[config.mk]
export PLATFORM = sky130hd
export DESIGN_NAME = apt_prep
export DESIGN_NICKNAME = d
export VERILOG_FILES = /design/src/hdl/affine_point_transform_top_assert.svh /design/src/hdl/apt_pkg.sv /design/src/hdl/apt_prep.sv
export SDC_FILE = /design/constraint.sdc
export NUM_CORES = 2
export LEC_CHECK = 0
export ABC_AREA = 1
export BUFFER_PORTS_ARGS = -buffer_cell sky130_fd_sc_hd__buf_4
export CAP_MARGIN = 20
export CORE_AREA = 10 10 539 541
export DETAILED_ROUTE_END_ITERATION = 16
export DIE_AREA = 0 0 549 551
export HOLD_SLACK_MARGIN = 0.12
export PLACE_DENSITY = 0.38
export SLEW_MARGIN = 15
export SYNTH_ARGS = -nofsm -noshare
export SYNTH_HDL_FRONTEND = slang
export SYNTH_SLANG_ARGS = --single-unit
export TNS_END_PERCENT = 100
[constraint.sdc]
create_clock -name clk -period 6.1 [get_ports clk]
set_input_delay 0.915 -clock clk [delete_from_list [all_inputs] [get_ports clk]]
set_output_delay 0.915 -clock clk [all_outputs]
set_load 0.05 [all_outputs]
[src/hdl/affine_point_transform_top_assert.svh]
// Assertion macros for the affine point transform block.
// Used by affine_point_transform_top; expects signals clk and arst_n in scope.
`ifndef AFFINE_POINT_TRANSFORM_TOP_ASSERT_SVH
`define AFFINE_POINT_TRANSFORM_TOP_ASSERT_SVH

// Same-cycle implication, checked on every rising clock edge out of reset.
`define APT_ASSERT_NOW(lbl, ante, cons, msg) \
lbl: assert property (@(posedge clk) disable iff (!arst_n) (ante) |-> (cons)) \
	else $error(msg);

// Next-cycle implication, checked on every rising clock edge out of reset.
`define APT_ASSERT_NEXT(lbl, ante, cons, msg) \
lbl: assert property (@(posedge clk) disable iff (!arst_n) (ante) |=> (cons)) \
	else $error(msg);

`endif

[src/hdl/apt_pkg.sv]
// Shared types, widths, codes and helper functions of the affine point transform.
// No dependencies; every other file of the block but the assertion header imports this package.
package apt_pkg;

	localparam int WORD_BITS = 32;
	localparam int FRAC_BITS = 16;
	localparam int FIELD_W   = 32;
	localparam int CMD_W     = 3;
	localparam int CFG_REGS  = 6;
	localparam int CFG_W     = 64;
	localparam int HALF_W    = CFG_W / 2;
	localparam int CFG_IDX_W = $clog2(CFG_REGS);

	// Datapath widths. VW holds a sum or difference of two words, OPW the
	// multiplier A operand, BW a matrix entry or its magnitude.
	localparam int VW   = WORD_BITS + 1;
	localparam int OPW  = WORD_BITS + 2;
	localparam int BW   = WORD_BITS + 1;
	localparam int MULW = OPW + BW;
	localparam int PRW  = MULW - FRAC_BITS;
	localparam int ACCW = ((PRW > WORD_BITS) ? PRW : WORD_BITS) + 2;
	localparam int RW   = ACCW + 1;

	typedef enum logic [CMD_W-1:0] {
		CMD_XFORM,
		CMD_INV_XFORM,
		CMD_ROTATE,
		CMD_INV_ROTATE,
		CMD_BOX
	} cmd_e;

	typedef enum logic [CFG_IDX_W-1:0] {
		REG_ROW0_LO,
		REG_ROW0_HI,
		REG_ROW1_LO,
		REG_ROW1_HI,
		REG_ROW2_LO,
		REG_ROW2_HI
	} cfg_reg_e;

	localparam logic [CFG_W-1:0] RST_ROW0_LO = 64'h0000_0000_0001_0000;
	localparam logic [CFG_W-1:0] RST_ROW0_HI = 64'h0000_0000_0000_0000;
	localparam logic [CFG_W-1:0] RST_ROW1_LO = 64'h0001_0000_0000_0000;
	localparam logic [CFG_W-1:0] RST_ROW1_HI = 64'h0000_0000_0000_0000;
	localparam logic [CFG_W-1:0] RST_ROW2_LO = 64'h0000_0000_0000_0000;
	localparam logic [CFG_W-1:0] RST_ROW2_HI = 64'h0000_0000_0001_0000;

	localparam logic signed [RW-1:0] SAT_HI =
		signed'({{(RW-WORD_BITS+1){1'b0}}, {(WORD_BITS-1){1'b1}}});
	localparam logic signed [RW-1:0] SAT_LO = ~SAT_HI;

	typedef logic [CFG_REGS-1:0][CFG_W-1:0] cfg_regs_t;

	typedef struct packed {
		logic [CMD_W-1:0]          command;
		logic signed [FIELD_W-1:0] in_x;
		logic signed [FIELD_W-1:0] in_y;
		logic signed [FIELD_W-1:0] in_z;
		logic signed [FIELD_W-1:0] box_max_x;
		logic signed [FIELD_W-1:0] box_max_y;
		logic signed [FIELD_W-1:0] box_max_z;
	} point_cmd_t;

	typedef struct packed {
		logic signed [FIELD_W-1:0] res_x;
		logic signed [FIELD_W-1:0] res_y;
		logic signed [FIELD_W-1:0] res_z;
		logic signed [FIELD_W-1:0] world_max_x;
		logic signed [FIELD_W-1:0] world_max_y;
		logic signed [FIELD_W-1:0] world_max_z;
		logic                      saturated;
	} point_res_t;

	// Multiplier operands: a[j] times b[i][j] and a2[j] times b2[i][j].
	typedef struct packed {
		logic [CMD_W-1:0]           cmd;
		logic [2:0][OPW-1:0]        a;
		logic [2:0][2:0][BW-1:0]    b;
		logic [2:0][OPW-1:0]        a2;
		logic [2:0][2:0][BW-1:0]    b2;
	} ops_t;

	// Scaled products, already shifted down by the fraction bits.
	typedef struct packed {
		logic [CMD_W-1:0]           cmd;
		logic [2:0][2:0][PRW-1:0]   p;
		logic [2:0][2:0][PRW-1:0]   p2;
	} prod_t;

	typedef struct packed {
		logic adv;
		logic skid_full;
	} obuf_stat_t;

	typedef struct packed {
		logic signed [WORD_BITS-1:0] val;
		logic                        clip;
	} sat_t;

	// Matrix entry (row, col); col 3 is the origin column.
	function automatic logic signed [WORD_BITS-1:0] m_entry(input cfg_regs_t cfg,
			input int unsigned row, input int unsigned col);
		logic [CFG_W-1:0]  w;
		logic [HALF_W-1:0] half;
		w = cfg[CFG_IDX_W'(row * 2 + (col >> 1))];
		half = col[0] ? w[CFG_W-1:HALF_W] : w[HALF_W-1:0];
		return signed'(half[WORD_BITS-1:0]);
	endfunction

	function automatic sat_t sat_word(input logic signed [RW-1:0] v);
		sat_t s;
		s.clip = 1'b0;
		s.val  = signed'(v[WORD_BITS-1:0]);
		if (v > SAT_HI) begin
			s.val  = signed'(SAT_HI[WORD_BITS-1:0]);
			s.clip = 1'b1;
		end else if (v < SAT_LO) begin
			s.val  = signed'(SAT_LO[WORD_BITS-1:0]);
			s.clip = 1'b1;
		end
		return s;
	endfunction

	function automatic logic signed [FIELD_W-1:0] to_field(
			input logic signed [WORD_BITS-1:0] v);
		return FIELD_W'(v);
	endfunction

endpackage

[src/hdl/apt_prep.sv]
// Operand preparation, pipeline stages 1 and 2 of the affine point transform.
// Depends on apt_pkg for widths, command codes and the matrix entry function.
module apt_prep import apt_pkg::*; (
	input  logic       clk,
	input  logic       arst_n,
	input  logic       adv,
	input  logic       in_vld,
	input  point_cmd_t in_data,
	input  cfg_regs_t  cfg,
	output logic       vld_s2,
	output ops_t       ops_s2
);

	logic signed [WORD_BITS-1:0] pa [3];
	logic signed [WORD_BITS-1:0] pb [3];
	logic signed [VW-1:0]        v_d [3];
	logic signed [VW-1:0]        sum_d [3];

	logic                        vld_s1;
	logic [CMD_W-1:0]            cmd_s1;
	logic signed [VW-1:0]        v_s1 [3];
	logic signed [VW-1:0]        sum_s1 [3];
	logic signed [WORD_BITS-1:0] b_s1 [3];

	logic signed [WORD_BITS-1:0] ctr [3];
	logic signed [VW-1:0]        ext_p [3];
	logic signed [VW-1:0]        ext_n [3];
	logic [VW-1:0]               ext_abs [3];
	logic signed [WORD_BITS-1:0] mij [3][3];
	logic                        is_box;
	logic                        is_trans;
	ops_t                        ops_d;

	// Stage 1: origin subtraction for the inverse transform and the corner sum.
	always_comb begin
		pa[0] = signed'(in_data.in_x[WORD_BITS-1:0]);
		pa[1] = signed'(in_data.in_y[WORD_BITS-1:0]);
		pa[2] = signed'(in_data.in_z[WORD_BITS-1:0]);
		pb[0] = signed'(in_data.box_max_x[WORD_BITS-1:0]);
		pb[1] = signed'(in_data.box_max_y[WORD_BITS-1:0]);
		pb[2] = signed'(in_data.box_max_z[WORD_BITS-1:0]);
		for (int j = 0; j < 3; j++) begin
			v_d[j] = (in_data.command == CMD_INV_XFORM) ?
				VW'(pa[j]) - VW'(m_entry(cfg, j, 3)) : VW'(pa[j]);
			sum_d[j] = VW'(pa[j]) + VW'(pb[j]);
		end
	end

	always_ff @(posedge clk or negedge arst_n) begin
		if (!arst_n) begin
			vld_s1 <= 1'b0;
		end else if (adv) begin
			vld_s1 <= in_vld;
		end
	end

	always_ff @(posedge clk) begin
		if (adv) begin
			cmd_s1 <= in_data.command;
			for (int j = 0; j < 3; j++) begin
				v_s1[j]   <= v_d[j];
				sum_s1[j] <= sum_d[j];
				b_s1[j]   <= pb[j];
			end
		end
	end

	// Stage 2: box center and extent magnitude, operand selection per lane.
	always_comb begin
		is_box   = (cmd_s1 == CMD_BOX);
		is_trans = (cmd_s1 == CMD_INV_XFORM) || (cmd_s1 == CMD_INV_ROTATE);
		ops_d.cmd = cmd_s1;
		for (int j = 0; j < 3; j++) begin
			ctr[j]     = signed'(sum_s1[j][VW-1:1]);
			ext_p[j]   = VW'(b_s1[j]) - VW'(ctr[j]);
			ext_n[j]   = VW'(ctr[j]) - VW'(b_s1[j]);
			ext_abs[j] = ext_p[j][VW-1] ? ext_n[j] : ext_p[j];
			ops_d.a[j]  = is_box ? OPW'(ctr[j]) : OPW'(v_s1[j]);
			ops_d.a2[j] = is_box ? OPW'({1'b0, ext_abs[j]}) : '0;
		end
		for (int i = 0; i < 3; i++) begin
			for (int j = 0; j < 3; j++) begin
				mij[i][j] = m_entry(cfg, i, j);
			end
		end
		for (int i = 0; i < 3; i++) begin
			for (int j = 0; j < 3; j++) begin
				ops_d.b[i][j]  = is_trans ? BW'(mij[j][i]) : BW'(mij[i][j]);
				ops_d.b2[i][j] = mij[i][j][WORD_BITS-1] ?
					-BW'(mij[i][j]) : BW'(mij[i][j]);
			end
		end
	end

	always_ff @(posedge clk or negedge arst_n) begin
		if (!arst_n) begin
			vld_s2 <= 1'b0;
		end else if (adv) begin
			vld_s2 <= vld_s1;
		end
	end

	always_ff @(posedge clk) begin
		if (adv) begin
			ops_s2 <= ops_d;
		end
	end

endmodule

## Word-level counts from Yosys, hierarchy flattened

Memories as Yosys holds them, arrays and structs flattened.
Index checks and enable logic that the tools add are counted.

- Eq/ne operators: 4
- Reduce and logical (&&, ||, !) cells: 4
- Multiplexer cells: 26
- Add/subtract/negate cells: 21

Operators by type and width:

| kind | count |
|---|---|
| 33-bit 2-to-1 mux | 12 |
| 32-bit negation with 33-bit output | 9 |
| 32-bit by 32-bit subtractor with 33-bit output | 9 |
| 31-bit 2-to-1 mux | 9 |
| 34-bit 2-to-1 mux | 3 |
| 32-bit by 32-bit adder with 33-bit output | 3 |
| 3-bit by 1-bit equality test with 1-bit output (second input constant) | 2 |
| 2-bit AND reduction | 3 |
| 3-bit by 2-bit equality test with 1-bit output (second input constant) | 1 |
| 3-bit equality test (second input constant) | 1 |
| 1-bit 2-to-1 mux | 2 |
| 1-bit logical OR | 1 |

- Word-level logic and storage cells: 101
- Memories kept: 3
- Register bits after elaboration: 803
- Output and inout bits: 802
- Bits in writable memories: 294
- Input bits: 583

Memory list:

| name | depth | bits a word | rd ports | clocked after Yosys merged registers in | wr ports | line | source |
|---|---|---|---|---|---|---|---|
| sum_s1 | 3 | 33 | 3 | 0 | 3 | apt_prep.sv:22 | `logic signed [VW-1:0] sum_s1 [3];` |
| v_s1 | 3 | 33 | 3 | 0 | 3 | apt_prep.sv:21 | `logic signed [VW-1:0] v_s1 [3];` |
| b_s1 | 3 | 32 | 3 | 0 | 3 | apt_prep.sv:23 | `logic signed [WORD_BITS-1:0] b_s1 [3];` |

## Depth between registers and ports, before layout

- Word-level depth: 3
- Mapped depth: 19
- Gate-level depth less buffers: 18

## Worst setup path before layout

OpenSTA, ideal clock, no wires.

- Kind: input port to flip-flop
- From: input port in_data[128] (netlist name)
- To: memory v_s1[0][51] (netlist name), data pin
- Buffers on the path: 0
- Setup time: 254 ps
- Stages on the path: 11
- Arrival time: 2447 ps
- Path slack: 3400 ps
- Data required time: 5846 ps
- Cell sequence: inv_1 ha_1 fa_1 o21ai_1 a21oi_1 o21bai_1 nand3_1 nand2_1 nand2_1 nand3_1 nand2_1

RTL lines:

| element | line | source |
|---|---|---|
| start, declared | apt_prep.sv:8 | `input point_cmd_t in_data,` |
| end, declared | apt_prep.sv:21 |  |

==> results.rst <==
.. list-table::
   :header-rows: 1

   * - Metric
     - Value
   * - Number of setup buffers added after CTS
     - 0
   * - Crit-path slowest cell
     - sky130_fd_sc_hd__nand2_4
   * - Global route total overflow
     - 0
   * - Total detailed-routing wirelength
     - 364,000 µm
   * - Async SR Flop Fraction
     - 0.185%
   * - Post-route fraction of the period consumed by the critical path
     - 56.6%
   * - Via count
     - 63,500
   * - Number of flops mapped to enable cells by yosys
     - 1,077
   * - Type of the worst min-delay path
     - input port to flip-flop
   * - Slowest Stage Delay on Critical Path
     - 0.48 ns
   * - H-Tree Depth
     - 4
   * - Largest delay share family, worst path
     - simple AND/OR/NAND/NOR gates
   * - Post-Place Cells
     - 13,400
   * - Post-CTS Resized
     - 0
   * - DRC violation count after routing
     - 0
   * - CP Buf/Inv Count
     - 2
   * - Highest clock rate
     - 0.290 GHz
   * - Post-synthesis to final-layout area growth
     - 27.2%
   * - Number of global-route vias before repair
     - 63,700
   * - Design Power
     - 27.4 mW
   * - Half-perimeter wire length after detailed placement
     - 307,000 µm
   * - Share of layout cells above drive strength 1
     - 18.1%
   * - Crit path launch type
     - flip-flop
   * - Largest fanout on the critical path
     - 47
   * - Count of TritonRoute iterations in the first routing pass
     - 5
   * - Run status
     - finished clean
   * - Power per Cell Area
     - 308 nW/µm²
   * - Residual antenna-violating net count after detailed routing
     - 0
   * - Starting density of the core
     - 25.0%
   * - Maximum number of pins on one net before global-route repair
     - 150
   * - Hold Violations, Final
     - 0
   * - First-pass GRT wire length
     - 496,000 µm
   * - Number of buffers created by CTS
     - 148
   * - Cell Area, Synth
     - 69,800 µm²
   * - Final cell count without fillers
     - 13,600
   * - Area of the core region
     - 279,000 µm²
   * - Remaining max-slew budget at the tightest pin
     - 16.9%
   * - CP Class
     - flip-flop to flip-flop
   * - Clock skew after layout
     - 0.0498 ns
   * - Total Die Area
     - 302,000 µm²
   * - Cell Chain, Critical Path
     - ha_1 > fa_1 > inv_1 > nand3_1 > nand2_1 > nand2_1 > nand2_1 > nand2_1 > nand2_2 > nand2_2 > nand2_2 > nand2_2 > nand2_4 > inv_2 > nor2_1 > nor2_2
   * - Post-CTS clock slew at the launch and capture registers of the worst setup and hold paths
     - 0.05 ns
   * - Number of register bits inferred by synthesis
     - 1,079
   * - Final slew viol count
     - 0
   * - Yosys warning total
     - 0
   * - Filler Cell Count
     - 29,800
   * - Footprint of the multi-input gates
     - 32,100 µm²
   * - RSZ-0062 raised after global routing
     - no
   * - Ys flop type
     - sky130_fd_sc_hd__edfxtp_1
   * - Static Leak
     - 40.6 nW
   * - Num Clock Sinks
     - 1,079
   * - Avg Cell Area, Syn
     - 8.29 µm²
   * - Area used by sequential logic in the layout
     - 32,400 µm²
   * - Number of distinct library cell variants in the gate-level netlist after synthesis
     - 50
   * - Cell count after synthesis
     - 8,423
   * - Pin slew with the least headroom to its limit
     - 1.23 ns
   * - Row cnt
     - 194
   * - Period minus WS final
     - 3.45 ns
   * - CP required
     - 6.65 ns
   * - Clock root buffer
     - sky130_fd_sc_hd__clkbuf_16
   * - Drt initial violations
     - 4,851
   * - Data arrival time of the worst path
     - 4.01 ns
   * - Clk buf depth
     - 4
   * - Overall die height
     - 551 µm
   * - IR drop worst, VDD
     - 0.000177 V
   * - CP Capture Type
     - flip-flop
   * - Max-cap violation count
     - 0
   * - Per-cell routed wire length
     - 26.7 µm
   * - Per-cell via count in the routed design
     - 4.65
   * - Number of antenna violations at the first check in global routing
     - 65
   * - CTS tree
     - built
   * - Die Wd
     - 549 µm
   * - Gp weighted congestion
     - 0.916
   * - Total Nets Final
     - 10,800
   * - Final number of setup-violating endpoints
     - 0
   * - Part of the Yosys area used for sequential elements
     - 46.4%
   * - Top-Level Pins
     - 1,385
   * - Setup tns final
     - 0 ns
   * - GR Util All Layers
     - 22.7%
   * - Quantity of I/O buffers inserted on ports
     - 1,381
   * - Worst-Skew Late Latency
     - 0.83 ns
## path summary, 6_finish.rpt
| path | startpoint | to | slack (ns) | cells past startpoint |
|---|---|---|---|---|
| hold reg to reg | cmd_s1[2] | ops_s2[800] | 0.47 | 0 |
| max in group asynchronous | arst_n | vld_s2 | 5.54 | 2 |
| setup / recovery | sum_s1[0][67] | ops_s2[367] | 2.65 | 16 |
| setup reg to reg | sum_s1[0][67] | ops_s2[367] | 2.65 | 16 |
| hold / removal | in_data[192] | cmd_s1[0] | 0.28 | 1 |
| min in group asynchronous | arst_n | vld_s1 | 0.47 | 2 |
## placed cells by master (no fill, tap or decap), types with 149 or more instances in the layout
cell type,instances
sky130_fd_sc_hd__nand3_1,348
sky130_fd_sc_hd__clkbuf_16,149
sky130_fd_sc_hd__buf_4,1397
sky130_fd_sc_hd__o21ai_0,603
sky130_fd_sc_hd__xor2_1,360
sky130_fd_sc_hd__edfxtp_1,1077
sky130_fd_sc_hd__ha_1,390
sky130_fd_sc_hd__a21oi_1,493
sky130_fd_sc_hd__inv_1,1087
sky130_fd_sc_hd__nand2_1,2281
sky130_fd_sc_hd__nor2_1,804
## what timing repair did
| action | 4_1_cts | 5_1_grt |
|---|---|---|
| endpoints found under the setup margin | 0 | 0 |
| hold buffers | 1 | 0 |
| hold endpoints to repair | 2 | 0 |
## cell type report
| class | count | area share, % |
|---|---|---|
| multi-input cells | 6025 | 36.2 |
| clock inverters | 83 | 0.876 |
| well taps | 3724 | 5.25 |
| clock buffers | 180 | 4.34 |
| flip-flops and latches | 1079 | 36.5 |
| repair buffers | 1410 | 12.1 |
| diodes | 32 | 0.0902 |
| inverters | 1114 | 4.72 |
## sequential cells by signal (all words and copies together) (netlist names)
signal / cells
b_s1: 96
vld_s1: 1
ops_s2: 783
sum_s1: 96
v_s1: 99
cmd_s1: 3
vld_s2: 1
## routing by layer
metal	GRT usage, %	share of wire (%)	vias up
met5	0	0.034	-
met4	8.93	4.1	18
met3	5.26	6.3	443
met2	39.0	48	1942
met1	27.6	41	30600
li1	-	-	30600
## power breakdown
| group | switching (mW) | total [mW] | internal [mW] |
|---|---|---|---|
| logic | 6.68 | 9.26 | 2.58 |
| registers | 0.407 | 9.48 | 9.08 |
| clock network | 3.64 | 8.65 | 5.01 |
| total | 10.7 | 27.4 | 16.7 |
## logic make-up after synthesis
family / after synthesis / synth area share (%)
AOI/OAI and AO/OA: 1314 / 9.97
other: 1 / 0.00537
and+or+nand+nor: 3850 / 23.0
adders and majority gates: 402 / 7.33
DFF: 1079 / 46.4
buffers and inverters: 1330 / 7.67
xor gates and xnor gates: 447 / 5.61
## Yosys cell counts, drive strengths merged, types with 6 or more instances
cell | n | area share, %
a211oi | 12 | 0.13
a21boi | 6 | 0.065
a21o | 17 | 0.18
a21oi | 505 | 3.7
a31oi | 12 | 0.11
buf | 99 | 1.1
clkbuf | 117 | 0.63
edfxtp | 1077 | 46
fa | 12 | 0.34
ha | 390 | 7.0
inv | 1111 | 6.0
nand2 | 2332 | 13
nand3 | 367 | 2.8
nand3b | 47 | 0.51
nand4 | 90 | 0.81
nor2 | 848 | 4.8
nor3 | 110 | 0.86
nor4 | 36 | 0.32
o21a | 29 | 0.31
o21ai | 675 | 4.9
o21bai | 34 | 0.37
o31ai | 15 | 0.16
or2 | 14 | 0.13
xnor2 | 87 | 1.1
xor2 | 360 | 4.5
## metrics by stage
step / cell area (µm²) / utilization [%] / hold WS [ns] / setup WS [ns]
6_report: 88800 / 31.8 / 0.283 / 2.65
3_5_place_dp: 84100 / 30.2 / 0.458 / 2.20
3_3_place_gp: 84100 / 30.1 / 0.461 / 2.21
2_1_floorplan: 69900 / - / 0.426 / 3.40
5_1_grt: 88800 / 31.8 / 0.214 / 2.35
4_1_cts: 88700 / 31.8 / 0.195 / 2.63
(Power assumes the default switching activity.)
