$ cat src/hdl/affine_point_transform_top_assert.svh
// Assertion macros for the affine point transform block.
// Used by affine_point_transform_top; expects signals clk and arst_n in scope.
`ifndef AFFINE_POINT_TRANSFORM_TOP_ASSERT_SVH
`define AFFINE_POINT_TRANSFORM_TOP_ASSERT_SVH

// Same-cycle implication, checked on every rising clock edge out of reset.
`define APT_ASSERT_NOW(lbl, ante, cons, msg) \
lbl: assert property (@(posedge clk) disable iff (!arst_n) (ante) |-> (cons)) \
	else $error(msg);

// Next-cycle implication, checked on every rising clock edge out of reset.
`define APT_ASSERT_NEXT(lbl, ante, cons, msg) \
lbl: assert property (@(posedge clk) disable iff (!arst_n) (ante) |=> (cons)) \
	else $error(msg);

`endif

$ cat src/hdl/apt_pkg.sv
// Shared types, widths, codes and helper functions of the affine point transform.
// No dependencies; every other file of the block but the assertion header imports this package.
package apt_pkg;

	localparam int WORD_BITS = 32;
	localparam int FRAC_BITS = 16;
	localparam int FIELD_W   = 32;
	localparam int CMD_W     = 3;
	localparam int CFG_REGS  = 6;
	localparam int CFG_W     = 64;
	localparam int HALF_W    = CFG_W / 2;
	localparam int CFG_IDX_W = $clog2(CFG_REGS);

	// Datapath widths. VW holds a sum or difference of two words, OPW the
	// multiplier A operand, BW a matrix entry or its magnitude.
	localparam int VW   = WORD_BITS + 1;
	localparam int OPW  = WORD_BITS + 2;
	localparam int BW   = WORD_BITS + 1;
	localparam int MULW = OPW + BW;
	localparam int PRW  = MULW - FRAC_BITS;
	localparam int ACCW = ((PRW > WORD_BITS) ? PRW : WORD_BITS) + 2;
	localparam int RW   = ACCW + 1;

	typedef enum logic [CMD_W-1:0] {
		CMD_XFORM,
		CMD_INV_XFORM,
		CMD_ROTATE,
		CMD_INV_ROTATE,
		CMD_BOX
	} cmd_e;

	typedef enum logic [CFG_IDX_W-1:0] {
		REG_ROW0_LO,
		REG_ROW0_HI,
		REG_ROW1_LO,
		REG_ROW1_HI,
		REG_ROW2_LO,
		REG_ROW2_HI
	} cfg_reg_e;

	localparam logic [CFG_W-1:0] RST_ROW0_LO = 64'h0000_0000_0001_0000;
	localparam logic [CFG_W-1:0] RST_ROW0_HI = 64'h0000_0000_0000_0000;
	localparam logic [CFG_W-1:0] RST_ROW1_LO = 64'h0001_0000_0000_0000;
	localparam logic [CFG_W-1:0] RST_ROW1_HI = 64'h0000_0000_0000_0000;
	localparam logic [CFG_W-1:0] RST_ROW2_LO = 64'h0000_0000_0000_0000;
	localparam logic [CFG_W-1:0] RST_ROW2_HI = 64'h0000_0000_0001_0000;

	localparam logic signed [RW-1:0] SAT_HI =
		signed'({{(RW-WORD_BITS+1){1'b0}}, {(WORD_BITS-1){1'b1}}});
	localparam logic signed [RW-1:0] SAT_LO = ~SAT_HI;

	typedef logic [CFG_REGS-1:0][CFG_W-1:0] cfg_regs_t;

	typedef struct packed {
		logic [CMD_W-1:0]          command;
		logic signed [FIELD_W-1:0] in_x;
		logic signed [FIELD_W-1:0] in_y;
		logic signed [FIELD_W-1:0] in_z;
		logic signed [FIELD_W-1:0] box_max_x;
		logic signed [FIELD_W-1:0] box_max_y;
		logic signed [FIELD_W-1:0] box_max_z;
	} point_cmd_t;

	typedef struct packed {
		logic signed [FIELD_W-1:0] res_x;
		logic signed [FIELD_W-1:0] res_y;
		logic signed [FIELD_W-1:0] res_z;
		logic signed [FIELD_W-1:0] world_max_x;
		logic signed [FIELD_W-1:0] world_max_y;
		logic signed [FIELD_W-1:0] world_max_z;
		logic                      saturated;
	} point_res_t;

	// Multiplier operands: a[j] times b[i][j] and a2[j] times b2[i][j].
	typedef struct packed {
		logic [CMD_W-1:0]           cmd;
		logic [2:0][OPW-1:0]        a;
		logic [2:0][2:0][BW-1:0]    b;
		logic [2:0][OPW-1:0]        a2;
		logic [2:0][2:0][BW-1:0]    b2;
	} ops_t;

	// Scaled products, already shifted down by the fraction bits.
	typedef struct packed {
		logic [CMD_W-1:0]           cmd;
		logic [2:0][2:0][PRW-1:0]   p;
		logic [2:0][2:0][PRW-1:0]   p2;
	} prod_t;

	typedef struct packed {
		logic adv;
		logic skid_full;
	} obuf_stat_t;

	typedef struct packed {
		logic signed [WORD_BITS-1:0] val;
		logic                        clip;
	} sat_t;

	// Matrix entry (row, col); col 3 is the origin column.
	function automatic logic signed [WORD_BITS-1:0] m_entry(input cfg_regs_t cfg,
			input int unsigned row, input int unsigned col);
		logic [CFG_W-1:0]  w;
		logic [HALF_W-1:0] half;
		w = cfg[CFG_IDX_W'(row * 2 + (col >> 1))];
		half = col[0] ? w[CFG_W-1:HALF_W] : w[HALF_W-1:0];
		return signed'(half[WORD_BITS-1:0]);
	endfunction

	function automatic sat_t sat_word(input logic signed [RW-1:0] v);
		sat_t s;
		s.clip = 1'b0;
		s.val  = signed'(v[WORD_BITS-1:0]);
		if (v > SAT_HI) begin
			s.val  = signed'(SAT_HI[WORD_BITS-1:0]);
			s.clip = 1'b1;
		end else if (v < SAT_LO) begin
			s.val  = signed'(SAT_LO[WORD_BITS-1:0]);
			s.clip = 1'b1;
		end
		return s;
	endfunction

	function automatic logic signed [FIELD_W-1:0] to_field(
			input logic signed [WORD_BITS-1:0] v);
		return FIELD_W'(v);
	endfunction

endpackage

$ cat src/hdl/apt_acc.sv
// Row sums, box corners and saturation, pipeline stages 4 and 5.
// Depends on apt_pkg for types, codes and the saturation function.
module apt_acc import apt_pkg::*; (
	input  logic       clk,
	input  logic       arst_n,
	input  logic       adv,
	input  logic       vld_s3,
	input  prod_t      prod_s3,
	input  cfg_regs_t  cfg,
	output logic       vld_s5,
	output point_res_t res_s5
);

	logic signed [ACCW-1:0] org_add [3];
	logic signed [ACCW-1:0] c_d [3];
	logic signed [ACCW-1:0] e_d [3];
	logic                   add_org;

	logic                   vld_s4;
	logic [CMD_W-1:0]       cmd_s4;
	logic signed [ACCW-1:0] c_s4 [3];
	logic signed [ACCW-1:0] e_s4 [3];

	sat_t                   lo_sat [3];
	sat_t                   hi_sat [3];
	logic                   known;
	logic                   is_box;
	point_res_t             res_d;

	// Stage 4: sum each row's products, adding the origin for XFORM and BOX; e is zero unless box.
	always_comb begin
		add_org = (prod_s3.cmd == CMD_XFORM) || (prod_s3.cmd == CMD_BOX);
		for (int i = 0; i < 3; i++) begin
			org_add[i] = add_org ? ACCW'(m_entry(cfg, i, 3)) : '0;
			c_d[i] = ACCW'(signed'(prod_s3.p[i][0])) + ACCW'(signed'(prod_s3.p[i][1]))
				+ ACCW'(signed'(prod_s3.p[i][2])) + org_add[i];
			e_d[i] = ACCW'(signed'(prod_s3.p2[i][0])) + ACCW'(signed'(prod_s3.p2[i][1]))
				+ ACCW'(signed'(prod_s3.p2[i][2]));
		end
	end

	always_ff @(posedge clk or negedge arst_n) begin
		if (!arst_n) begin
			vld_s4 <= 1'b0;
		end else if (adv) begin
			vld_s4 <= vld_s3;
		end
	end

	always_ff @(posedge clk) begin
		if (adv) begin
			cmd_s4 <= prod_s3.cmd;
			for (int i = 0; i < 3; i++) begin
				c_s4[i] <= c_d[i];
				e_s4[i] <= e_d[i];
			end
		end
	end

	// Stage 5: corners, clamping, and zeroing for unused command codes.
	always_comb begin
		known  = cmd_s4 inside {[CMD_XFORM:CMD_BOX]};
		is_box = (cmd_s4 == CMD_BOX);
		for (int i = 0; i < 3; i++) begin
			lo_sat[i] = sat_word(RW'(c_s4[i]) - RW'(e_s4[i]));
			hi_sat[i] = sat_word(RW'(c_s4[i]) + RW'(e_s4[i]));
		end
		res_d = '0;
		if (known) begin
			res_d.res_x = to_field(lo_sat[0].val);
			res_d.res_y = to_field(lo_sat[1].val);
			res_d.res_z = to_field(lo_sat[2].val);
			res_d.saturated = lo_sat[0].clip | lo_sat[1].clip | lo_sat[2].clip;
			if (is_box) begin
				res_d.world_max_x = to_field(hi_sat[0].val);
				res_d.world_max_y = to_field(hi_sat[1].val);
				res_d.world_max_z = to_field(hi_sat[2].val);
				res_d.saturated = res_d.saturated | hi_sat[0].clip | hi_sat[1].clip
					| hi_sat[2].clip;
			end
		end
	end

	always_ff @(posedge clk or negedge arst_n) begin
		if (!arst_n) begin
			vld_s5 <= 1'b0;
		end else if (adv) begin
			vld_s5 <= vld_s4;
		end
	end

	always_ff @(posedge clk) begin
		if (adv) begin
			res_s5 <= res_d;
		end
	end

endmodule

$ cat config.mk
export PLATFORM = sky130hd
export DESIGN_NAME = apt_acc
export DESIGN_NICKNAME = d
export VERILOG_FILES = /design/src/hdl/affine_point_transform_top_assert.svh /design/src/hdl/apt_pkg.sv /design/src/hdl/apt_acc.sv
export SDC_FILE = /design/constraint.sdc
export NUM_CORES = 2
export LEC_CHECK = 0
export BUFFER_PORTS_ARGS = -buffer_cell sky130_fd_sc_hd__buf_4
export CAP_MARGIN = 0
export CORE_AREA = 5 5 591 593
export CTS_CLUSTER_SIZE = 30
export DETAILED_ROUTE_END_ITERATION = 7
export DIE_AREA = 0 0 596 598
export SLEW_MARGIN = 20
export SYNTH_ARGS = -nofsm -noshare
export SYNTH_HDL_FRONTEND = slang
export SYNTH_SLANG_ARGS = --single-unit
export TNS_END_PERCENT = 1
$ cat constraint.sdc
create_clock -name clk -period 11.5 [get_ports clk]
set_clock_uncertainty 0.05 [all_clocks]
set_input_delay 2.875 -clock clk [delete_from_list [all_inputs] [get_ports clk]]
set_output_delay 2.875 -clock clk [all_outputs]
set_load 0.02 [all_outputs]
# Word level (Yosys, flattened, before mapping)
# Memory sizes are Yosys's and may differ from the RTL's.
# Cells that the tools add are included.
totals:
  regBits: 198
  ram_bits: 318
  word_cells: 90
  output_inout_bits: 194
  mem_count: 2
memory_table:
  columns: ["memory", "words", "word_bits", "rd", "rd_clocked_by_memory_dff", "write_ports", "line", "source"]
  rows:
  - ["c_s4", 3, 53, 3, 0, 3, "apt_acc.sv:21", "logic signed [ACCW-1:0] c_s4 [3];"]
  - ["e_s4", 3, 53, 3, 0, 3, "apt_acc.sv:22", "logic signed [ACCW-1:0] e_s4 [3];"]
classes:
  add_sub_neg: 21
  reduce_logical: 10
  n_bitwise: 7
  eq_ne: 2
  magnitude_cmp: 14
  muxes: 18
op_table:
  columns: ["cell", "count"]
  rows:
  - ["$gt A54 B32 Y1 const B", 6]
  - ["$lt A54 B32 Y1 const B", 6]
  - ["$add A52 B51 Y53", 6]
  - ["$add A51 B51 Y52", 6]
  - ["$mux W33", 6]
  - ["$mux W32", 6]
  - ["$add A53 B53 Y54", 3]
  - ["$sub A53 B53 Y54", 3]
  - ["$add A53 B53 Y53", 3]
  - ["$mux W53", 3]
  - ["$reduce_or A3 Y1", 3]
  - ["$eq A3 B3 Y1 const B", 2]
  - ["$reduce_or A2 Y1", 3]
  - ["$or A1 B1 Y1", 5]
  - ["$ge A3 B1 Y1 const B", 1]
  - ["$le A3 B3 Y1 const B", 1]
  - ["$logic_not A3 Y1", 1]
  - ["$mux W1", 3]
  - ["$not A1 Y1", 2]
  - ["$reduce_and A2 Y1", 1]
  - ["$logic_and A1 B1 Y1", 1]
  - ["$logic_or A1 B1 Y1", 1]

# Logic depth before layout (Yosys ltp)
# An unclocked memory read counts as a cell.
depth:
  ltp_word: 11
  ltp_mapped: 23
  mapped_depth_nobuf: 21

# Worst setup path after synthesis
# Ideal clock, no wire load.
synth_timing:
  path_kind: "input port to flip-flop"
  start: "input port prod_s3[919] in the netlist's numbering"
  end: "memory c_s4[0][105] in the netlist's numbering, data pin"
  path_buffers: 1
  path_slack_ps: 3727
  cell_stages: 18
  setup_ps: 260
  arrival_ps: 7464
  cell_sequence: "nor2_1 clkbuf_1 and2_1 fa_1 ha_1 o21a_1 o21a_1 o21a_1 o21ai_0 nand2_1 or3_1 o31ai_1 o21bai_1 o31ai_1 a21oi_1 o21a_1 nor2_1 xnor2_1"
synth_rtl:
  columns: ["item", "line", "source"]
  rows:
  - ["start: declaration", "apt_acc.sv:8", "input prod_t prod_s3,"]
  - ["end: declaration", "apt_acc.sv:21", null]

==> impl_summary.log <==
INFO  metric run_status = finished clean
INFO  metric htree_num_levels = 3
INFO  metric rows = 216
INFO  metric layout-drive-gt1-share = 18.8%
INFO  metric vdd_ir_max = 0.000124 V
INFO  metric drt_pre_antenna_iters = 5
INFO  metric worst_hold_path_type = flip-flop to flip-flop
INFO  metric critPathLaunchType = input port
INFO  metric postSynthRegisterBits = 516
INFO  metric yosys_warning_count = 0
INFO  metric layout.nets = 10200
INFO  metric post-route-period-util = 75.5%
INFO  metric die_area = 0.356 mm^2
INFO  metric routed_wire_per_std_cell = 25.8 um
INFO  metric io-pin-count = 1503
INFO  metric starting_density_of_the_core = 18.1%
INFO  metric crit_path_max_fanout = 48
INFO  metric place.port_buffers = 1214
INFO  metric crit_type = input port to flip-flop
INFO  metric globalplace.congestion = 0.975
INFO  metric clk_pin_slew = 0.06 ns
INFO  metric timing.max_slew.rel_slack = 14.7%
INFO  metric post_cts_hold_buffer_count = 0
INFO  metric fmax = 115 MHz
INFO  metric detail_route.vias_per_cell = 4.54
INFO  metric total_count_of_max_transition_violations_in_the_final_report = 0
INFO  metric distinct_cell_type_count_of_the_synthesized_netlist = 94
INFO  metric largest_net_degree_at_the_start_of_global_routing = 112
INFO  metric initial_antenna_violation_count = 113
INFO  metric post_cts_resize_count = 0
INFO  metric globalRouteOverflowTotal = 0
INFO  metric worst_skew_pair_later_pin_latency = 0.80 ns
INFO  metric rsz0062_at_grt = no
INFO  metric route.final.wire_length = 321 mm
INFO  metric timing.final.hold_violations = 0
INFO  metric timing.max_cap.violations = 0
INFO  metric grt_util_all_layers = 17.2%
INFO  metric tritoncts = yes
INFO  metric route.vias.total = 56500
INFO  metric finalWorstPathRequiredPeriod = 8.68 ns
INFO  metric tns = 0 ns
INFO  metric yosysTopAreaCellShare = 24.9%
INFO  metric final_setup_violating_endpoints = 0
INFO  metric place.detailed.hpwl = 286 mm
INFO  metric worst-slew-pin-transition = 1.28 ns
INFO  metric cts_root_buf = sky130_fd_sc_hd__clkbuf_16
INFO  metric worst-endpoint-required = 11.91 ns
INFO  metric placement.cell_area = 0.0765 mm^2
INFO  metric netlist_top_cells_area = sky130_fd_sc_hd__edfxtp_1, sky130_fd_sc_hd__fa_1, sky130_fd_sc_hd__ha_1, sky130_fd_sc_hd__xnor2_1, sky130_fd_sc_hd__a21oi_1
INFO  metric ys_async_sr_fraction = 0.388%
INFO  metric core = 0.344 mm^2
INFO  metric post-cts-setup-buffer-count = 0
INFO  metric setup_slack = 2.82 ns
INFO  metric chipWidth = 596 um
INFO  metric cts_made_buffers = 79
INFO  metric final_util = 23.0%
INFO  metric die_h = 598 um
INFO  metric vias_in_the_first_global_route = 55100
INFO  metric drt-initial-drc-count = 4518
INFO  metric area_growth = 27.6%
INFO  metric setup.worst_path.end_class = flip-flop
INFO  metric post_synth_edffs = 514
INFO  metric cts.sinks = 516
INFO  metric drtAntennaViolNets = 0
INFO  metric syn-instance-count = 6648
INFO  metric synth_area_per_cell = 9.34 um^2
INFO  metric power_density = 282 mW/mm^2
INFO  metric detailed_route_drc_error_count = 0
INFO  metric ys_dominant_reg_cell = sky130_fd_sc_hd__edfxtp_1
INFO  metric grt_pass1_wl = 432 mm
INFO  metric clock_tree.buffer_depth = 4
INFO  metric finish.instance_area = 0.0792 mm^2
INFO  metric cp_data_arrival_time = 9.09 ns
INFO  metric place_worst_setup_slack = 2.06 ns
INFO  metric power.static_leakage = 0.0332 uW
INFO  metric synth_largest_area_cell = sky130_fd_sc_hd__edfxtp_1
INFO  metric synth_sequential_area_ratio = 24.9%
INFO  metric syn-cell-area = 0.0621 mm^2
INFO  metric postSynthNetCount = 9055
==> final cells by class <==
class	count	area (um^2)
antenna	50	125
clock buffer	91	2080
clock inverter	49	529
fill	37700	265000
inverter	450	1690
multi-input combinational	5474	44200
sequential	516	15500
tap	4578	5730
timing repair buffer	1248	9400
==> metrics by stage <==
| step | instances | total power (uW) | hold slack [ns] |
|---|---|---|---|
| 6_report | 12500 | 22400 | 0.457 |
| 5_1_grt | 12400 | 23900 | 0.489 |
| 4_1_cts | 12400 | 22300 | 0.460 |
| 3_5_place_dp | 12300 | 19600 | 0.445 |
| 3_3_place_gp | 12300 | 19600 | 0.435 |
| 2_1_floorplan | 6648 | 13500 | 0.425 |
==> logic make-up (layout without fill, tap and decap cells) <==
group,Yosys count,count (layout),synth area share [%]
simple gates,1752,1752,14.2
compound gates,2086,2086,21.4
xor+xnor,525,525,7.40
other cells,0,50,0
mux,13,13,0.218
flops,516,516,24.9
fa+ha+maj,1098,1098,27.8
buf+inv,658,1838,4.05
==> critical path: stages <==
cell and delay, ns:
sky130_fd_sc_hd__buf_4 0.13, sky130_fd_sc_hd__nor2_4 0.10, sky130_fd_sc_hd__buf_4 0.45, sky130_fd_sc_hd__and2_1 0.26
sky130_fd_sc_hd__fa_1 0.39, sky130_fd_sc_hd__ha_1 0.21, sky130_fd_sc_hd__inv_1 0.08, sky130_fd_sc_hd__fa_1 0.21
sky130_fd_sc_hd__nor2b_1 0.06, sky130_fd_sc_hd__o21a_1 0.18, sky130_fd_sc_hd__o21ai_0 0.34, sky130_fd_sc_hd__a21oi_1 0.18
sky130_fd_sc_hd__o31ai_1 0.54, sky130_fd_sc_hd__o31ai_1 0.25, sky130_fd_sc_hd__a22oi_1 0.26, sky130_fd_sc_hd__o22ai_1 0.18
sky130_fd_sc_hd__a41oi_1 0.83, sky130_fd_sc_hd__o22ai_1 0.25, sky130_fd_sc_hd__o41a_1 0.40, sky130_fd_sc_hd__a21o_1 0.19
sky130_fd_sc_hd__a21oi_1 0.23, sky130_fd_sc_hd__o21ai_0 0.14, sky130_fd_sc_hd__xor2_1 0.17
==> worst paths after layout <==
kind | start | endpoint | slack [ns] | cells after the start
worst min register to register | vld_s4$_DFFE_PN0P_ | vld_s4$_DFFE_PN0P_ | 0.46 | 1
worst max register to register | e_s4[0][106]$_DFFE_PP_ | res_s5[20]$_SDFFCE_PN0P_ | 4.06 | 16
min in group asynchronous | arst_n | vld_s5$_DFFE_PN0P_ | 1.82 | 1
worst max-delay path | prod_s3[919] | c_s4[0][51]$_DFFE_PP_ | 2.82 | 23
worst min-delay path | vld_s4$_DFFE_PN0P_ | vld_s4$_DFFE_PN0P_ | 0.46 | 1
max in group asynchronous | arst_n | vld_s4$_DFFE_PN0P_ | 9.50 | 1
==> placed cells by master (no fill, tap or decap), drive strengths merged, types with 112 or more instances in the layout <==
master,netlist,final
ha,627,627
o21bai,118,118
buf,29,1248
a21oi,657,657
and2,138,138
nand2,285,285
nand2b,112,112
edfxtp,514,514
inv,442,455
xnor2,422,422
a21o,283,283
nand3,120,120
o21ai,434,434
fa,471,471
nor3,145,145
nor2,515,515
==> Yosys cell counts (31+ instances only) <==
| cell type | n |
|---|---|
| sky130_fd_sc_hd__a211oi_1 | 57 |
| sky130_fd_sc_hd__a21o_1 | 283 |
| sky130_fd_sc_hd__a21oi_1 | 656 |
| sky130_fd_sc_hd__a31oi_1 | 56 |
| sky130_fd_sc_hd__and2_1 | 138 |
| sky130_fd_sc_hd__and3_1 | 37 |
| sky130_fd_sc_hd__clkbuf_1 | 179 |
| sky130_fd_sc_hd__edfxtp_1 | 514 |
| sky130_fd_sc_hd__fa_1 | 471 |
| sky130_fd_sc_hd__ha_1 | 627 |
| sky130_fd_sc_hd__inv_1 | 441 |
| sky130_fd_sc_hd__nand2_1 | 284 |
| sky130_fd_sc_hd__nand2b_1 | 112 |
| sky130_fd_sc_hd__nand3_1 | 120 |
| sky130_fd_sc_hd__nand4_1 | 81 |
| sky130_fd_sc_hd__nor2_1 | 515 |
| sky130_fd_sc_hd__nor2b_1 | 84 |
| sky130_fd_sc_hd__nor3_1 | 145 |
| sky130_fd_sc_hd__nor4_1 | 68 |
| sky130_fd_sc_hd__o211ai_1 | 41 |
| sky130_fd_sc_hd__o21a_1 | 75 |
| sky130_fd_sc_hd__o21ai_0 | 415 |
| sky130_fd_sc_hd__o21bai_1 | 118 |
| sky130_fd_sc_hd__o22ai_1 | 36 |
| sky130_fd_sc_hd__o31ai_1 | 65 |
| sky130_fd_sc_hd__or2_2 | 31 |
| sky130_fd_sc_hd__or3_1 | 47 |
| sky130_fd_sc_hd__xnor2_1 | 422 |
| sky130_fd_sc_hd__xor2_1 | 103 |
==> flip-flops by register name, summed over array words and instances, names as in the netlist <==
name and count:
vld_s5 1, e_s4 159, vld_s4 1, res_s5 193, cmd_s4 3, c_s4 159
==> metal layers <==
metal | global-route usage [%] | vias to the layer above | share of wire (%)
met5 | 0 | - | 0.078
met4 | 5.49 | 40 | 3.4
met3 | 5.63 | 316 | 9.4
met2 | 24.7 | 2211 | 41
met1 | 24.1 | 27500 | 46
li1 | - | 26400 | -
==> power breakdown <==
group,switching (uW),internal [uW]
combinational,10400,5570
clock,1020,1490
sequential,617,3210
No activity file was read; power rests on OpenSTA's default activity.
